==> src/rtl/core/p2rgb_pkg.sv <==
package p2rgb_pkg;

	localparam logic [2:0] FMT_YUV422_10 = 3'd0;
	localparam logic [2:0] FMT_YUV422_12 = 3'd1;
	localparam logic [2:0] FMT_YUV444_10 = 3'd2;
	localparam logic [2:0] FMT_YUV444_12 = 3'd3;
	localparam logic [2:0] FMT_GBR_10    = 3'd4;
	localparam logic [2:0] FMT_GBR_12    = 3'd5;
	localparam logic [2:0] FMT_YUV420_8  = 3'd6;

	localparam logic REG_PIXEL_FORMAT  = 1'b0;
	localparam logic REG_FRAME_PRESENT = 1'b1;

	localparam int SAMPLE_W = 16;
	localparam int PIX_W    = 8;
	// products and sums stay inside +/-2^19
	localparam int ACC_W    = 20;
	localparam int SHR_W    = ACC_W - 8;

	localparam logic signed [ACC_W-1:0] Y_OFFSET   = 20'sd16;
	localparam logic signed [ACC_W-1:0] C_OFFSET   = 20'sd128;
	localparam logic signed [ACC_W-1:0] K_Y        = 20'sd298;
	localparam logic signed [ACC_W-1:0] K_RV       = 20'sd409;
	localparam logic signed [ACC_W-1:0] K_GU       = 20'sd100;
	localparam logic signed [ACC_W-1:0] K_GV       = 20'sd208;
	localparam logic signed [ACC_W-1:0] K_BU       = 20'sd516;
	localparam logic signed [ACC_W-1:0] ROUND_HALF = 20'sd128;

	typedef enum logic [1:0] {
		MODE_BLACK,
		MODE_YUV,
		MODE_GBR,
		MODE_LUMA
	} mode_t;

	typedef struct packed {
		logic  valid;
		mode_t mode;
	} ctl_t;

endpackage

==> src/rtl/core/planar_pixel_to_rgb888.sv <==
// Planar pixel to RGB888 converter.
// Input: pulse start with the three plane samples of one pixel; a word is
// taken at every edge where start is high and busy is low. busy is always
// low, so a new pixel may be given every cycle.
// Output: done is high for one cycle with red/green/blue after the s1,
// s2, s3 and output registers. One pixel per clock sustained, set by a
// four-stage pipeline: sample reduction, constant multiplies, sums with
// floor shift, clamp and select. The receiver cannot hold results off.
// Config: cfg_we writes cfg_data into register cfg_index
// (0 pixel_format, 1 frame_present). Write only while no pixel is in
// flight; a pixel uses the setting present when it was taken.
// Reset: arst_n clears the pipeline valid bits, pixel_format returns to
// 8-bit 4:2:0 and frame_present to 1. Unknown format or an absent frame
// gives black.
module planar_pixel_to_rgb888 (
	input  logic                                   clk,
	input  logic                                   arst_n,
	input  logic                                   start,
	output logic                                   busy,
	input  logic                                   cfg_we,
	input  logic                                   cfg_index,
	input  logic [2:0]                             cfg_data,
	input  logic [p2rgb_pkg::SAMPLE_W-1:0]         sample_luma_or_green,
	input  logic [p2rgb_pkg::SAMPLE_W-1:0]         sample_cb_or_blue,
	input  logic [p2rgb_pkg::SAMPLE_W-1:0]         sample_cr_or_red,
	output logic                                   done,
	output logic [p2rgb_pkg::PIX_W-1:0]            red,
	output logic [p2rgb_pkg::PIX_W-1:0]            green,
	output logic [p2rgb_pkg::PIX_W-1:0]            blue
);

	logic [2:0]                            pixel_format_q;
	logic                                  frame_present_q;
	logic                                  take;
	p2rgb_pkg::ctl_t                       ctl_s1, ctl_s2;
	logic [p2rgb_pkg::PIX_W-1:0]           s0_s1, s1_s1, s2_s1;
	logic [p2rgb_pkg::PIX_W-1:0]           s0_s2, s1_s2, s2_s2;
	logic signed [p2rgb_pkg::ACC_W-1:0]    yc_s2, rv_s2, gu_s2, gv_s2, bu_s2;

	assign busy = 1'b0;
	assign take = start & ~busy;

	always_ff @(posedge clk or negedge arst_n) begin
		if (!arst_n) begin
			pixel_format_q  <= p2rgb_pkg::FMT_YUV420_8;
			frame_present_q <= 1'b1;
		end else if (cfg_we) begin
			case (cfg_index)
				p2rgb_pkg::REG_PIXEL_FORMAT:  pixel_format_q  <= cfg_data;
				p2rgb_pkg::REG_FRAME_PRESENT: frame_present_q <= cfg_data[0];
				default: ;
			endcase
		end
	end

	p2rgb_unpack u_unpack (
		.clk                  (clk),
		.arst_n               (arst_n),
		.take                 (take),
		.pixel_format         (pixel_format_q),
		.frame_present        (frame_present_q),
		.sample_luma_or_green (sample_luma_or_green),
		.sample_cb_or_blue    (sample_cb_or_blue),
		.sample_cr_or_red     (sample_cr_or_red),
		.ctl_s1               (ctl_s1),
		.s0_s1                (s0_s1),
		.s1_s1                (s1_s1),
		.s2_s1                (s2_s1)
	);

	p2rgb_mult u_mult (
		.clk    (clk),
		.arst_n (arst_n),
		.ctl_s1 (ctl_s1),
		.s0_s1  (s0_s1),
		.s1_s1  (s1_s1),
		.s2_s1  (s2_s1),
		.ctl_s2 (ctl_s2),
		.s0_s2  (s0_s2),
		.s1_s2  (s1_s2),
		.s2_s2  (s2_s2),
		.yc_s2  (yc_s2),
		.rv_s2  (rv_s2),
		.gu_s2  (gu_s2),
		.gv_s2  (gv_s2),
		.bu_s2  (bu_s2)
	);

	p2rgb_sum_clamp u_sum_clamp (
		.clk    (clk),
		.arst_n (arst_n),
		.ctl_s2 (ctl_s2),
		.s0_s2  (s0_s2),
		.s1_s2  (s1_s2),
		.s2_s2  (s2_s2),
		.yc_s2  (yc_s2),
		.rv_s2  (rv_s2),
		.gu_s2  (gu_s2),
		.gv_s2  (gv_s2),
		.bu_s2  (bu_s2),
		.done   (done),
		.red    (red),
		.green  (green),
		.blue   (blue)
	);

	a_word_out: assert property (@(posedge clk) disable iff (!arst_n)
		take |-> ##4 done)
		else $error("taken word did not come out after four cycles");

	a_no_spurious: assert property (@(posedge clk) disable iff (!arst_n)
		ctl_s2.valid |-> $past(ctl_s1.valid))
		else $error("stage two valid without stage one word");

	a_black_mode: assert property (@(posedge clk) disable iff (!arst_n)
		ctl_s1.valid && ctl_s1.mode == p2rgb_pkg::MODE_BLACK |-> ##3
		(red == '0 && green == '0 && blue == '0))
		else $error("black word came out with nonzero color");

endmodule

==> src/rtl/core/p2rgb_unpack.sv <==
module p2rgb_unpack (
	input  logic                                   clk,
	input  logic                                   arst_n,
	input  logic                                   take,
	input  logic [2:0]                             pixel_format,
	input  logic                                   frame_present,
	input  logic [p2rgb_pkg::SAMPLE_W-1:0]         sample_luma_or_green,
	input  logic [p2rgb_pkg::SAMPLE_W-1:0]         sample_cb_or_blue,
	input  logic [p2rgb_pkg::SAMPLE_W-1:0]         sample_cr_or_red,
	output p2rgb_pkg::ctl_t                        ctl_s1,
	output logic [p2rgb_pkg::PIX_W-1:0]            s0_s1,
	output logic [p2rgb_pkg::PIX_W-1:0]            s1_s1,
	output logic [p2rgb_pkg::PIX_W-1:0]            s2_s1
);

	logic [1:0]         depth_sel;
	p2rgb_pkg::mode_t   mode;

	function automatic logic [p2rgb_pkg::PIX_W-1:0] reduce(
		input logic [p2rgb_pkg::SAMPLE_W-1:0] s,
		input logic [1:0]                      sel
	);
		case (sel)
			2'd1:    reduce = s[9:2];
			2'd2:    reduce = s[11:4];
			default: reduce = s[7:0];
		endcase
	endfunction

	always_comb begin
		case (pixel_format)
			p2rgb_pkg::FMT_YUV422_10, p2rgb_pkg::FMT_YUV444_10,
			p2rgb_pkg::FMT_GBR_10:    depth_sel = 2'd1;
			p2rgb_pkg::FMT_YUV422_12, p2rgb_pkg::FMT_YUV444_12,
			p2rgb_pkg::FMT_GBR_12:    depth_sel = 2'd2;
			default:                  depth_sel = 2'd0;
		endcase
		if (!frame_present) begin
			mode = p2rgb_pkg::MODE_BLACK;
		end else begin
			case (pixel_format)
				p2rgb_pkg::FMT_YUV422_10, p2rgb_pkg::FMT_YUV422_12,
				p2rgb_pkg::FMT_YUV444_10, p2rgb_pkg::FMT_YUV444_12:
					mode = p2rgb_pkg::MODE_YUV;
				p2rgb_pkg::FMT_GBR_10, p2rgb_pkg::FMT_GBR_12:
					mode = p2rgb_pkg::MODE_GBR;
				p2rgb_pkg::FMT_YUV420_8:
					mode = p2rgb_pkg::MODE_LUMA;
				default:
					mode = p2rgb_pkg::MODE_BLACK;
			endcase
		end
	end

	always_ff @(posedge clk or negedge arst_n) begin
		if (!arst_n) begin
			ctl_s1 <= '{valid: 1'b0, mode: p2rgb_pkg::MODE_BLACK};
		end else begin
			ctl_s1 <= '{valid: take, mode: mode};
		end
	end

	always_ff @(posedge clk) begin
		s0_s1 <= reduce(sample_luma_or_green, depth_sel);
		s1_s1 <= reduce(sample_cb_or_blue, depth_sel);
		s2_s1 <= reduce(sample_cr_or_red, depth_sel);
	end

endmodule

==> src/rtl/core/p2rgb_mult.sv <==
module p2rgb_mult (
	input  logic                                   clk,
	input  logic                                   arst_n,
	input  p2rgb_pkg::ctl_t                        ctl_s1,
	input  logic [p2rgb_pkg::PIX_W-1:0]            s0_s1,
	input  logic [p2rgb_pkg::PIX_W-1:0]            s1_s1,
	input  logic [p2rgb_pkg::PIX_W-1:0]            s2_s1,
	output p2rgb_pkg::ctl_t                        ctl_s2,
	output logic [p2rgb_pkg::PIX_W-1:0]            s0_s2,
	output logic [p2rgb_pkg::PIX_W-1:0]            s1_s2,
	output logic [p2rgb_pkg::PIX_W-1:0]            s2_s2,
	output logic signed [p2rgb_pkg::ACC_W-1:0]     yc_s2,
	output logic signed [p2rgb_pkg::ACC_W-1:0]     rv_s2,
	output logic signed [p2rgb_pkg::ACC_W-1:0]     gu_s2,
	output logic signed [p2rgb_pkg::ACC_W-1:0]     gv_s2,
	output logic signed [p2rgb_pkg::ACC_W-1:0]     bu_s2
);

	logic signed [p2rgb_pkg::ACC_W-1:0] c, d, e;

	assign c = $signed({{(p2rgb_pkg::ACC_W-p2rgb_pkg::PIX_W){1'b0}}, s0_s1})
		- p2rgb_pkg::Y_OFFSET;
	assign d = $signed({{(p2rgb_pkg::ACC_W-p2rgb_pkg::PIX_W){1'b0}}, s1_s1})
		- p2rgb_pkg::C_OFFSET;
	assign e = $signed({{(p2rgb_pkg::ACC_W-p2rgb_pkg::PIX_W){1'b0}}, s2_s1})
		- p2rgb_pkg::C_OFFSET;

	always_ff @(posedge clk or negedge arst_n) begin
		if (!arst_n) begin
			ctl_s2 <= '{valid: 1'b0, mode: p2rgb_pkg::MODE_BLACK};
		end else begin
			ctl_s2 <= ctl_s1;
		end
	end

	always_ff @(posedge clk) begin
		s0_s2 <= s0_s1;
		s1_s2 <= s1_s1;
		s2_s2 <= s2_s1;
		yc_s2 <= c * p2rgb_pkg::K_Y;
		rv_s2 <= e * p2rgb_pkg::K_RV;
		gu_s2 <= d * p2rgb_pkg::K_GU;
		gv_s2 <= e * p2rgb_pkg::K_GV;
		bu_s2 <= d * p2rgb_pkg::K_BU;
	end

endmodule

==> src/rtl/core/p2rgb_sum_clamp.sv <==
module p2rgb_sum_clamp (
	input  logic                                   clk,
	input  logic                                   arst_n,
	input  p2rgb_pkg::ctl_t                        ctl_s2,
	input  logic [p2rgb_pkg::PIX_W-1:0]            s0_s2,
	input  logic [p2rgb_pkg::PIX_W-1:0]            s1_s2,
	input  logic [p2rgb_pkg::PIX_W-1:0]            s2_s2,
	input  logic signed [p2rgb_pkg::ACC_W-1:0]     yc_s2,
	input  logic signed [p2rgb_pkg::ACC_W-1:0]     rv_s2,
	input  logic signed [p2rgb_pkg::ACC_W-1:0]     gu_s2,
	input  logic signed [p2rgb_pkg::ACC_W-1:0]     gv_s2,
	input  logic signed [p2rgb_pkg::ACC_W-1:0]     bu_s2,
	output logic                                   done,
	output logic [p2rgb_pkg::PIX_W-1:0]            red,
	output logic [p2rgb_pkg::PIX_W-1:0]            green,
	output logic [p2rgb_pkg::PIX_W-1:0]            blue
);

	p2rgb_pkg::ctl_t                       ctl_s3;
	logic [p2rgb_pkg::PIX_W-1:0]           s0_s3, s1_s3, s2_s3;
	logic signed [p2rgb_pkg::SHR_W-1:0]    r_s3, g_s3, b_s3;
	logic signed [p2rgb_pkg::ACC_W-1:0]    r_sum, g_sum, b_sum;
	logic [p2rgb_pkg::PIX_W-1:0]           r_sat, g_sat, b_sat;
	logic [p2rgb_pkg::PIX_W-1:0]           r_nxt, g_nxt, b_nxt;

	function automatic logic [p2rgb_pkg::PIX_W-1:0] sat8(
		input logic signed [p2rgb_pkg::SHR_W-1:0] v
	);
		if (v < 0) begin
			sat8 = '0;
		end else if (v > $signed(p2rgb_pkg::SHR_W'(255))) begin
			sat8 = '1;
		end else begin
			sat8 = v[p2rgb_pkg::PIX_W-1:0];
		end
	endfunction

	assign r_sum = yc_s2 + rv_s2 + p2rgb_pkg::ROUND_HALF;
	assign g_sum = yc_s2 - gu_s2 - gv_s2 + p2rgb_pkg::ROUND_HALF;
	assign b_sum = yc_s2 + bu_s2 + p2rgb_pkg::ROUND_HALF;

	always_ff @(posedge clk or negedge arst_n) begin
		if (!arst_n) begin
			ctl_s3 <= '{valid: 1'b0, mode: p2rgb_pkg::MODE_BLACK};
		end else begin
			ctl_s3 <= ctl_s2;
		end
	end

	// dropping the low byte of a two's complement value is a floor divide
	always_ff @(posedge clk) begin
		s0_s3 <= s0_s2;
		s1_s3 <= s1_s2;
		s2_s3 <= s2_s2;
		r_s3  <= r_sum[p2rgb_pkg::ACC_W-1:8];
		g_s3  <= g_sum[p2rgb_pkg::ACC_W-1:8];
		b_s3  <= b_sum[p2rgb_pkg::ACC_W-1:8];
	end

	assign r_sat = sat8(r_s3);
	assign g_sat = sat8(g_s3);
	assign b_sat = sat8(b_s3);

	always_comb begin
		case (ctl_s3.mode)
			p2rgb_pkg::MODE_YUV: begin
				r_nxt = r_sat;
				g_nxt = g_sat;
				b_nxt = b_sat;
			end
			p2rgb_pkg::MODE_GBR: begin
				r_nxt = s2_s3;
				g_nxt = s0_s3;
				b_nxt = s1_s3;
			end
			p2rgb_pkg::MODE_LUMA: begin
				r_nxt = s0_s3;
				g_nxt = s0_s3;
				b_nxt = s0_s3;
			end
			default: begin
				r_nxt = '0;
				g_nxt = '0;
				b_nxt = '0;
			end
		endcase
	end

	always_ff @(posedge clk or negedge arst_n) begin
		if (!arst_n) begin
			done <= 1'b0;
		end else begin
			done <= ctl_s3.valid;
		end
	end

	always_ff @(posedge clk) begin
		red   <= r_nxt;
		green <= g_nxt;
		blue  <= b_nxt;
	end

endmodule
==> config.mk <==
export PLATFORM = sky130hd
export DESIGN_NAME = planar_pixel_to_rgb888
export DESIGN_NICKNAME = d
export VERILOG_FILES = /design/src/rtl/core/p2rgb_pkg.sv /design/src/rtl/core/planar_pixel_to_rgb888.sv /design/src/rtl/core/p2rgb_unpack.sv /design/src/rtl/core/p2rgb_mult.sv /design/src/rtl/core/p2rgb_sum_clamp.sv
export SDC_FILE = /design/constraint.sdc
export NUM_CORES = 1
export LEC_CHECK = 0
export ABC_AREA = 1
export CORE_ASPECT_RATIO = 0.75
export CORE_MARGIN = 5
export CORE_UTILIZATION = 65
export CTS_CLUSTER_DIAMETER = 100
export DETAILED_ROUTE_END_ITERATION = 8
export DONT_BUFFER_PORTS = 1
export PLACE_DENSITY_LB_ADDON = 0.15
export REMOVE_ABC_BUFFERS = 1
export SLEW_MARGIN = 20
export SYNTH_ARGS = -nofsm -noshare
export SYNTH_HDL_FRONTEND = slang
export SYNTH_SLANG_ARGS = --single-unit
export TNS_END_PERCENT = 50
==> constraint.sdc <==
create_clock -name clk -period 4.5 [get_ports clk]
set_input_delay 0.45 -clock clk [delete_from_list [all_inputs] [get_ports clk]]
set_output_delay 0.45 -clock clk [all_outputs]
set_load 0.02 [all_outputs]
# After elaboration in Yosys (flattened, before gate mapping)
# Cells that the tools add are included.
# Widths: inputs -> output; s select.
# totals
ff_bits	237
wordCells	85
out_inout_bits	26
# op_classes
bitwise_logic	1
addsub	10
eq_ne	11
order_cmp	6
mux	15
n_reduce_logical	8
mul	5
# op_table
cell	count
$pmux 8 s2	4
$add 20x9->20 const B	3
$mux 8	6
$pmux 8 s3	2
$add 20x20->20	2
$sub 20x20->20	2
$gt 12x9->1 const B	3
$lt 12x1->1 const B	3
$mul 20x10->20 const B	1
$mul 20x5->16 const B	1
$mul 20x6->18 const B	1
$mul 20x9->18 const B	1
$mul 20x9->19 const B	1
$sub 8x8->9 const B	2
$eq 3x3->1 const B	3
$sub 8x5->9 const B	1
$eq 2x2->1 const B	3
$eq 3x2->1 const B	2
$pmux 2 s3	1
$reduce_or 3->1	2
$eq 2x1->1 const B	2
$pmux 2 s2	1
$reduce_and 2->1	2
$reduce_or 2->1	2
5 further kinds	5

# Logic depth before layout (Yosys ltp)
# depth
ltp_word	5
ltp_mapped	20

# By module
# A second synthesis with hierarchy kept.
# unflattened
cells_unflattened	1864
area_unflattened_um2	14964.4
# by_module_without_submodules
module	n_inst	area_per_inst_um2	cells_per_inst
p2rgb_mult	1	7101.8	799
p2rgb_sum_clamp	1	6427.4	852
p2rgb_unpack	1	1256.2	192
planar_pixel_to_rgb888	1	178.9	21

# Least setup slack after synthesis
# No wires, ideal clock.
# synth_timing
path_type	register to register
start	register u_unpack.s2_s1[7] in the netlist's numbering
end	register u_mult.rv_s2[19] in the netlist's numbering
n_path_buf	0
path_slack_ns	0.636
arrival_ns	3.749
setup_ns	0.115
required_ns	4.385
stages_incl_launch_ff	18
cell_sequence	dfxtp_1 > inv_1 > ha_1 > ha_1 > inv_1 > fa_1 > inv_1 > fa_1 > ha_1 > ha_1 > a21oi_1 > o21ai_1 > nand2_1 > nand3_1 > nand2_1 > nand2_1 > nand2_1 > nand2_1
# synth_between
elab_chain_cells	2
# synth_rtl
element	line	rtl
start: declaration	p2rgb_unpack.sv:13	output logic [p2rgb_pkg::PIX_W-1:0] s2_s1
start signal: assignment	p2rgb_unpack.sv:66	s2_s1 <= reduce(sample_cr_or_red, depth_sel);
$sub 8x8->9	p2rgb_mult.sv:26	- p2rgb_pkg::C_OFFSET;
$mul 20x10->20	p2rgb_mult.sv:41	rv_s2 <= e * p2rgb_pkg::K_RV;
end signal: assignment	p2rgb_mult.sv:41	
end: declaration	p2rgb_mult.sv:13	output logic signed [p2rgb_pkg::ACC_W-1:0] rv_s2,
# Every way passes these cells.
# A chain may end at the register's enable or synchronous reset.

# Worst setup path after layout
# layout_timing
start	register u_unpack.s0_s1[4] in the netlist's numbering
end	register u_mult.yc_s2[17] in the netlist's numbering
# layout_between
elab_chain_cells	2
# layout_rtl
element	line	rtl
start: declaration	p2rgb_unpack.sv:11	output logic [p2rgb_pkg::PIX_W-1:0] s0_s1,
start signal: assignment	p2rgb_unpack.sv:64	s0_s1 <= reduce(sample_luma_or_green, depth_sel);
$sub 8x5->9	p2rgb_mult.sv:22	- p2rgb_pkg::Y_OFFSET;
$mul 20x9->19	p2rgb_mult.sv:40	yc_s2 <= c * p2rgb_pkg::K_Y;
end signal: assignment	p2rgb_mult.sv:40	
end: declaration	p2rgb_mult.sv:12	output logic signed [p2rgb_pkg::ACC_W-1:0] yc_s2,
# Every way passes these cells.

==> tab_implementation.tex <==
\begin{tabular}{lr}
\hline
Metric & Value \\
\hline
\multicolumn{2}{l}{\textbf{Run status}} \\
Outcome & complete, no violations \\
\multicolumn{2}{l}{\textbf{Routing}} \\
Final wirelength & 31100 µm \\
1st-iter DRT viols & 584 \\
Remaining routing DRC violations & 0 \\
Vias post-DR & 10275 \\
Routed length per instance & 16.3 µm \\
Post-route antenna net violation count & 0 \\
Iteration count of the initial detailed-routing pass & 6 \\
Via density & 5.38 \\
\multicolumn{2}{l}{\textbf{Final layout}} \\
Relative area change from synthesis to final layout & 8.24\% \\
Fraction of layout instances using a drive strength above 1 & 3.02\% \\
Final net count & 1977 \\
Number of antenna repair diodes & 0 \\
Fill cells & 1627 \\
\multicolumn{2}{l}{\textbf{Clocking}} \\
Clock buffer depth & 3 \\
Clock-pin slew reported for the worst setup and hold paths after clock tree synthesis & 0.06 ns \\
Sinks on Clock Net & 220 \\
CTS H-tree lvls & 1 \\
Number of buffers inserted during clock tree synthesis & 22 \\
Setup Fix Bufs, Post-CTS & 0 \\
TritonCTS clock tree & yes \\
Number of buffers inserted for hold repair after clock tree synthesis & 3 \\
Number of gates given a new drive strength after cts & 0 \\
Later-pin clock latency in the skew report & 0.51 ns \\
Root Buffer & clkbuf\_16 \\
\multicolumn{2}{l}{\textbf{Place}} \\
DP HPWL & 25700 µm \\
Weighted congestion at the end of routability-driven global placement & 0.918 \\
Buffers added on ports & 0 \\
\multicolumn{2}{l}{\textbf{GRT}} \\
GR Util All Layers & 26.2\% \\
Number of antenna violations at the first check in global routing & 1 \\
Pin count of the biggest net entering global routing & 35 \\
Global-route wire length before repair & 50200 µm \\
Number of global-route vias before repair & 9601 \\
Final global-route overflow total & 0 \\
\multicolumn{2}{l}{\textbf{Min path}} \\
Worst min-delay path category & in2reg \\
\multicolumn{2}{l}{\textbf{Setup path}} \\
Required time reported for the critical path endpoint & 4.88 ns \\
Number of buffer and inverter instances along the worst setup path & 3 \\
Library cell contributing the largest single delay on the critical path & fa\_1 \\
Worst setup EP type & flip-flop \\
Crit-path cells & inv\_1, ha\_1, nand2\_1, nor2\_8, ha\_1, ha\_1, inv\_1, fa\_1, fa\_1, inv\_1, ha\_1, a21o\_1, nand2\_1, nand3\_1, nand2\_1, nand2\_1, xor2\_1 \\
Gate family responsible for the most delay along the worst path & adder cells \\
Category of the most critical setup path & reg2reg \\
Worst setup SP type & flip-flop \\
Maximum net fanout on the critical path & 15 \\
CP Data Arrival Time & 4.47 ns \\
Delay of the slowest cell on the worst path & 0.55 ns \\
\multicolumn{2}{l}{\textbf{STA}} \\
Fmax & 245 MHz \\
Count of pins over their slew limit & 0 \\
Setup repair after global routing missed its margin & no \\
Clock period minus worst slack & 4.09 ns \\
Total negative slack for setup checks & 0 ns \\
Setup clock skew after layout & 0.0127 ns \\
Relative slew margins & 36.8\% \\
Pin slew with the least headroom to its limit & 0.948 ns \\
Share of the cycle needed by the critical path after routing & 90.8\% \\
Final count of hold timing violations & 0 \\
Setup-violating endpoint count in the final report & 0 \\
\multicolumn{2}{l}{\textbf{Synth}} \\
Synth warn & 0 \\
Area share of the largest cell type after synthesis & 29.9\% \\
Top cells by area in the synthesized netlist & dfxtp\_1, ha\_1, fa\_1, nand2\_1, inv\_1 \\
Total of flip-flops plus latches after synthesis & 220 \\
Post-Synthesis Cell Area & 13800 µm² \\
Post-synth EDFFs & 0 \\
Cell type with the highest aggregate area in the netlist & dfxtp\_1 \\
Most frequently used flop master after synthesis & dfxtp\_1 \\
Synth Instances & 1593 \\
Avg Synthesized Cell Area & 8.67 µm² \\
Share of the yosys chip area belonging to registers & 32.4\% \\
Proportion of synthesized flip-flops having asynchronous set or reset & 6.36\% \\
Distinct cell type count of the synthesized netlist & 41 \\
\multicolumn{2}{l}{\textbf{Die}} \\
Placement row count & 46 \\
IO Count & 82 \\
Width of the die & 178 µm \\
Area enclosed by the die boundary & 24300 µm² \\
Core region area & 21000 µm² \\
Y dimension of the die & 136 µm \\
Initial Utilization & 65.7\% \\
\multicolumn{2}{l}{\textbf{Run}} \\
MaxCap Viol Count & 0 \\
\hline
\end{tabular}
flip-flops by register name, indices dropped and copies added (netlist names), 11 cells and up:
register,flops
u_sum_clamp.r_s3,12
u_sum_clamp.g_s3,12
u_mult.rv_s2,17
u_mult.bu_s2,11
u_mult.yc_s2,17
u_mult.gu_s2,15
u_mult.gv_s2,14
u_sum_clamp.b_s3,12
kinds of logic after synthesis:
kind of cell	count (synthesis)	share of synthesized area [%]
simple gates	451	13.4
fa+ha+maj	313	31.3
buf+inv	286	7.94
compound gates	247	10.1
flops	220	32.4
xor+xnor	73	4.63
mux	2	0.163
other cells	1	0.0272
stage by stage:
stage | util, % | cell area (µm²) | std cells | hold WS, ns | setup WS [ns]
CTS | 71.2 | 14900 | 1911 | 0.00492 | 0.415
global route | 71.2 | 14900 | 1911 | 0.0165 | 0.136
floorplan | - | 13700 | 1578 | 0.154 | 0.636
detailed placement | 67.2 | 14100 | 1869 | 0.155 | 0.440
global placement | 67.2 | 14100 | 1869 | 0.155 | 0.536
finish | 71.2 | 14900 | 1911 | 0.0197 | 0.413
cell usage after synthesis, drive strengths merged, types with 8 or more instances:
cell    number
a22oi        9
xnor2       24
dfxtp      206
a21o        10
xor2        49
a31oi       10
o21ai       59
nand3       60
clkbuf      12
dfrtp       11
nor2        83
fa          54
inv        271
ha         259
nand2      279
a21oi      128
nand4        8
o211ai      12
layout by cell type (no fill, tap or decap), drive strengths merged, types with 11 or more instances in the layout:
cell type / n
a21oi: 128
xor2: 49
o21ai: 59
nand3: 60
nand2: 279
dfrtp: 11
clkbuf: 31
o211ai: 12
fa: 54
ha: 259
xnor2: 24
nor2: 83
dfxtp: 206
inv: 272
routing by layer:
layer	GRT usage, %	up-vias	part of all wire [%]
li1	-	5197	-
met1	41.4	4657	50
met2	36.7	374	39
met3	5.98	47	8.8
met4	4.86	0	1.9
met5	0	-	0
area by class of cell:
cell class / instances / area (µm²) / share of cell area (%)
clock inverters: 8 / 159 / 1.06
repair buffers: 6 / 52.6 / 0.352
well taps: 288 / 360 / 2.41
flip-flops and latches: 220 / 4480 / 30.0
clock buffers: 31 / 646 / 4.32
inverters: 271 / 1020 / 6.80
multi-input cells: 1087 / 8240 / 55.1
path summary, 6_finish.rpt:
kind                       slack (ns)  cells past startpoint                   end              start
setup / recovery                 0.41                     17      u_mult.yc_s2[17]  u_unpack.s0_s1[4]
hold / removal                   0.02                      1       frame_present_q          cfg_index
setup reg to reg                 0.41                     17      u_mult.yc_s2[17]  u_unpack.s0_s1[4]
hold reg to reg                  0.33                      0  u_sum_clamp.s2_s3[6]    u_mult.s2_s2[6]
max in group asynchronous        3.74                      1    u_unpack.ctl_s1[0]             arst_n
min in group asynchronous        0.39                      1      u_sum_clamp.done             arst_n
worst register-to-register path: stages, from the launching register on:
cell and delay (ns):
dfxtp_1 0.31, inv_1 0.17, ha_1 0.22, nand2_1 0.13, nor2_8 0.25, ha_1 0.29, ha_1 0.32, inv_1 0.07
fa_1 0.51, fa_1 0.55, inv_1 0.04, ha_1 0.37, a21o_1 0.20, nand2_1 0.06, nand3_1 0.16, nand2_1 0.10
nand2_1 0.08, xor2_1 0.15
Power is not shown: default switching activity piles up to over one toggle a cycle in this logic, so the estimate is an artifact.
